`src/design/image_convolution_3x3_assert.svh`:
```
// Assertion macros for the 3x3 convolution block.
// Included by the top level; relies on nothing else.
`ifndef IMAGE_CONVOLUTION_3X3_ASSERT_SVH
`define IMAGE_CONVOLUTION_3X3_ASSERT_SVH

// Same-cycle implication, disabled while reset is active.
`define ICV_ASSERT_NOW(label, clk, rst_n, ante, cons) \
    label: assert property (@(posedge clk) disable iff (!(rst_n)) (ante) |-> (cons)) \
        else $error("icv assertion failed");

// Next-cycle implication, disabled while reset is active.
`define ICV_ASSERT_NEXT(label, clk, rst_n, ante, cons) \
    label: assert property (@(posedge clk) disable iff (!(rst_n)) (ante) |=> (cons)) \
        else $error("icv assertion failed");

`endif

```
`src/design/icv_pkg.sv`:
```
// Shared types and constants for the 3x3 convolution block.
// No dependencies.
`timescale 1ns / 1ps

package icv_pkg;

    localparam int MAX_WIDTH  = 2048;
    localparam int MAX_HEIGHT = 2048;
    localparam int COL_W      = $clog2(MAX_WIDTH);
    localparam int ROW_W      = $clog2(MAX_HEIGHT);
    localparam int SIDE_W     = 12;
    localparam int KROW_W     = 24;
    localparam int PIX_W      = 8;
    localparam int COEF_W     = 8;
    localparam int PROD_W     = COEF_W + PIX_W + 1;
    localparam int DOT_W      = PROD_W + 1;
    localparam int SUM_W      = DOT_W + 2;
    localparam int VAL_W      = 16;
    localparam int OUT_POS_W  = 11;
    localparam int CFG_IDX_W  = 3;

    localparam logic [SIDE_W-1:0] MIN_SIDE    = SIDE_W'(3);
    localparam logic [SIDE_W-1:0] MAX_W_SIDE  = SIDE_W'(MAX_WIDTH);
    localparam logic [SIDE_W-1:0] MAX_H_SIDE  = SIDE_W'(MAX_HEIGHT);

    localparam logic [KROW_W-1:0] KTOP_RESET  = KROW_W'(24'h010101);
    localparam logic [KROW_W-1:0] KMID_RESET  = KROW_W'(24'h01F801);
    localparam logic [KROW_W-1:0] KBOT_RESET  = KROW_W'(24'h010101);
    localparam logic [SIDE_W-1:0] WIDTH_RESET = SIDE_W'(640);
    localparam logic [SIDE_W-1:0] HEIGHT_RESET = SIDE_W'(480);

    typedef enum logic [CFG_IDX_W-1:0] {
        CFG_KERNEL_TOP    = 3'd0,
        CFG_KERNEL_MID    = 3'd1,
        CFG_KERNEL_BOTTOM = 3'd2,
        CFG_IMAGE_WIDTH   = 3'd3,
        CFG_IMAGE_HEIGHT  = 3'd4
    } t_cfg_idx;

    typedef logic [PIX_W-1:0] t_pix;

    typedef struct packed {
        t_pix top;
        t_pix mid;
        t_pix bot;
    } t_col;

    typedef struct packed {
        logic signed [COEF_W-1:0] top;
        logic signed [COEF_W-1:0] mid;
        logic signed [COEF_W-1:0] bot;
    } t_kcol;

    typedef struct packed {
        logic                 emit;
        logic                 border;
        logic                 done;
        logic [OUT_POS_W-1:0] row;
        logic [OUT_POS_W-1:0] col;
    } t_tag;

    typedef struct packed {
        logic signed [VAL_W-1:0] value;
        logic [OUT_POS_W-1:0]    row;
        logic [OUT_POS_W-1:0]    col;
        logic                    done;
    } t_res;

endpackage

```
`src/design/icv_cell.sv`:
```
// One window column: holds three pixels, shifts to its neighbor and
// forms the registered dot product with one kernel column. Uses icv_pkg.
`timescale 1ns / 1ps

module icv_cell
    import icv_pkg::*;
(
    input  logic                    i_clk,
    input  logic                    i_rst_n,
    input  logic                    i_shift,
    input  logic                    i_advance,
    input  t_col                    i_col,
    input  t_kcol                   i_coef,
    output t_col                    o_col,
    output logic signed [DOT_W-1:0] o_dot
);

    t_col                     r_col;
    logic signed [DOT_W-1:0]  r_dot;
    logic signed [DOT_W-1:0]  n_dot;
    logic signed [PROD_W-1:0] w_prod_top;
    logic signed [PROD_W-1:0] w_prod_mid;
    logic signed [PROD_W-1:0] w_prod_bot;

    always_comb begin
        w_prod_top = i_coef.top * $signed({1'b0, r_col.top});
        w_prod_mid = i_coef.mid * $signed({1'b0, r_col.mid});
        w_prod_bot = i_coef.bot * $signed({1'b0, r_col.bot});
        n_dot = DOT_W'(w_prod_top) + DOT_W'(w_prod_mid) + DOT_W'(w_prod_bot);
    end

    always_ff @(posedge i_clk) begin
        if (!i_rst_n) begin
            r_col <= '0;
        end else if (i_shift) begin
            r_col <= i_col;
        end
    end

    always_ff @(posedge i_clk) begin
        if (i_advance) begin
            r_dot <= n_dot;
        end
    end

    assign o_col = r_col;
    assign o_dot = r_dot;

endmodule

```
`config.mk`:
```
export PLATFORM = sky130hd
export DESIGN_NAME = icv_cell
export DESIGN_NICKNAME = d
export VERILOG_FILES = /design/src/design/image_convolution_3x3_assert.svh /design/src/design/icv_pkg.sv /design/src/design/icv_cell.sv
export SDC_FILE = /design/constraint.sdc
export NUM_CORES = 1
export LEC_CHECK = 0
export BUFFER_PORTS_ARGS = -buffer_cell sky130_fd_sc_hd__buf_2
export CORE_ASPECT_RATIO = 0.5
export CORE_MARGIN = 4
export CORE_UTILIZATION = 55
export CTS_CLUSTER_DIAMETER = 60
export DETAILED_ROUTE_END_ITERATION = 10
export GPL_ROUTABILITY_DRIVEN = 0
export GPL_TIMING_DRIVEN = 0
export PLACE_DENSITY = 0.79
export SYNTH_ARGS = -nofsm -noshare
export SYNTH_HDL_FRONTEND = slang
export SYNTH_SLANG_ARGS = --single-unit
```
`constraint.sdc`:
```
create_clock -name i_clk -period 5.8 [get_ports i_clk]
set_input_delay 0.58 -clock i_clk [delete_from_list [all_inputs] [get_ports i_clk]]
set_output_delay 0.58 -clock i_clk [all_outputs]
set_load 0.01 [all_outputs]
```
==> results by group <==
Drt
  – DRC Markers: 0
  – Starting DRT DRC Count: ~440
  – Vias per cell: approximately 5.2
  – Vias: 6,282
  – Post-route ant nets: 0
  – 1st-pass router iterations: 5
  – Wire per inst: 17.04 µm
  – Final WL: about 20 mm

Synthesis
  – Post-synth EDFFs: 18
  – Top area cells in the synthesized netlist: fa_1 39%, ha_1 16%, inv_1 10%
  – Sequential-to-total area share from yosys stat: 11.95%
  – Average size of a mapped cell: 9.685 µm²
  – Top_reg_cell synth: dfxtp_1
  – Seq cells post-synth: 42
  – Mapped Area: 8542 µm²
  – Yosys cell types: 37
  – Number of synthesis warnings: 0
  – Syn nets: between 1,000 and 1,500
  – Yosys top cell by area: fa_1
  – Asr flop ratio synth: 0%
  – Synth top area share: 38.67%
  – Mapped Cells: 882

Layout
  – Final net count: 1,326
  – Fill cells: 1,128
  – Area occupied by multi-input gates: 6795 µm²
  – Reg area: 1092 µm²
  – Commonest cells after routing, fill and taps aside: 226 x inv_1, 161 x fa_1, 103 x and2_1
  – Ant diodes: 0
  – Share of cells above drive strength 1: 20.14%
  – Util after Layout: 67.09%
  – P&R area growth vs syn: 16.38%
  – Commonest non-fill, non-tap cell in the layout: inv_1

Timing
  – Max Slew Vio Count: 0
  – Final setup viols: 2
  – Slew margin rel.: 60.83%
  – Fmax: 0.1710 GHz
  – Period Utilization, post-route: 100.8%
  – Fin crit period: 5.848 ns
  – Worst setup margin: -0.04783 ns
  – Final setup TNS: -0.08270 ns
  – Fin. Hold Viols: 0
  – RSZ-0062 raised after global routing: yes
  – Clock Skew: 0.005483 ns
  – Fin Hold WS: roughly 0.54 ns
  – Worst-Margin Slew: 0.5876 ns

Clock tree
  – Clk_lat worst skew: between 0.2 and 0.3 ns
  – Worst-path clk slew: 0.07 ns
  – TritonCTS clock tree: done
  – Root Buffer: clkbuf_16
  – Clk sink count: 42
  – H-Tree Depth: 2
  – CTS Buf Count: 5
  – Max Root-Sink Buffers: 2
  – CTS Hold Buffers Added: 0

Global routing
  – Largest net degree at the start of global routing: 19
  – Vias in the first global route: 6,970
  – GRT Util Overall: about a quarter
  – First-pass GRT wire length: 33.44 mm
  – Total grt overflow: 0
  – Initial antenna violation count: 0

Setup path
  – WS Path Type: input pin to register
  – CP Launch Type: input pin
  – Crit path capture type: register
  – Slowest-stage cell, CP: fa_1
  – CP max stage delay: 0.53 ns
  – CP dominant cell by count: fa_1
  – Crit-path max FO: 8
  – WP data required: 5.92 ns
  – Critical Path, Cell by Cell: buf_2, and2_1, fa_1, inv_1, fa_1, inv_1, fa_1, fa_1, fa_1, fa_1, inv_1, fa_1, inv_2, ha_4, buf_6, a221oi_4, buf_6, a2111o_1, nand2_1, o311ai_2
  – Worst EP arrival: 5.97 ns

Floorplanning
  – Chip width: 184.2 µm
  – Area of the core: roughly 15,000 µm²
  – Die span in y: 96.12 µm
  – Rows: 31
  – Io pins: 94
  – DIE AREA: ~18,000 µm²
  – Starting Density: 57.65%

Min path
  – Hold WC Path Type: input pin to register

Outcome
  – Run status: finished, violations left
  – Violated checks: negative setup slack

Placement
  – Detailed Place HPWL: 16.05 mm
  – IO Port Bufs: between 90 and 100

Pwr
  – Pwr Total: around 5.0 mW
  – Pleak: between 5 and 6 nW
  – Pwr dens: 502.0 nW/µm²
  – Maximum resistive drop on vdd: ~0.81 mV

Run
  – Number of max-capacitance violations reported: 0
## synth_stat cells, drive strengths merged, types with 2 or more instances
master,count
nand2b,8
nand2,65
mux2i,25
nor2,26
ha,107
xnor2,14
xor2,3
nor3,4
nand3,2
buf,2
a21o,5
inv,235
edfxtp,18
fa,165
and2,112
o21ai,6
dfxtp,24
a21oi,14
clkbuf,8
nor2b,26
o211ai,2
## critical path, delay by kind of cell
family / cells / cell delay, ns
AND/OR/NAND/NOR: 2 / 0.26
adder cells (fa/ha/maj): 8 / 3.69
buffers and inverters: 7 / 0.63
AO/OA/AOI/OAI: 3 / 0.78
## area by class of cell
| cell class | count | area share, % |
|---|---|---|
| multi-input combinational | 594 | 68.36 |
| sequential | 42 | 10.99 |
| inverter | 236 | 8.936 |
| timing repair buffer | 118 | 7.527 |
| tap | 198 | 2.492 |
| clock buffer | 7 | 1.435 |
| buffer | 5 | 0.2140 |
| clock inverter | 1 | 0.05035 |
## stage by stage
stage	cell area (µm²)	std cells	worst slack, ns
6_report	9941	1201	-0.04783
3_3_place_gp	9283	1172	-0.4925
3_5_place_dp	9283	1172	-0.6881
5_1_grt	9941	1201	-0.1888
2_1_floorplan	8574	882	-0.05682
4_1_cts	9797	1196	-0.06003
## final timing paths
kind                            slack [ns]              startpoint                endpoint  depth (start not counted)
worst max-delay path                 -0.05               i_coef[6]     o_dot[14]$_DFFE_PP_                         20
worst min-delay path                  0.54               i_col[14]  o_col[14]$_SDFFE_PN0P_                          3
worst max register to register       -0.03  o_col[13]$_SDFFE_PN0P_     o_dot[14]$_DFFE_PP_                         19
worst min register to register        0.59   o_col[2]$_SDFFE_PN0P_   o_col[2]$_SDFFE_PN0P_                          2
## metal layers
layer  vias up  GRT usage (%)  wire [µm]
met3        32          5.323       1715
met1      3155          31.86       8438
met5         -              0          0
li1       2860              -          -
met2       235          41.12       9933
met4         0          5.904        380
## flip-flops by register name (all words and copies together), names as in the netlist
name	cells
o_col	24
o_dot	18
## timing repair
action	4_1_cts	5_1_grt
setup endpoints to repair	10	8
pin swaps	33	13
buffers inserted	20	6
gates resized for setup	89	33
## cell families after synthesis
group           after synthesis  share of synthesized area (%)
simple gates                245                          15.39
flops                        42                          11.95
xor+xnor                     17                          1.743
compound gates               35                          2.798
buf+inv                     246                          10.84
fa+ha+maj                   272                          54.34
mux                          25                          2.930
## report_power, final
group	internal, mW	total, mW	switching, mW
clock network	0.172	0.304	0.133
registers	0.528	0.567	0.0392
logic	1.75	4.12	2.37
total	2.45	4.99	2.54
No activity file was read; power rests on OpenSTA's default activity.
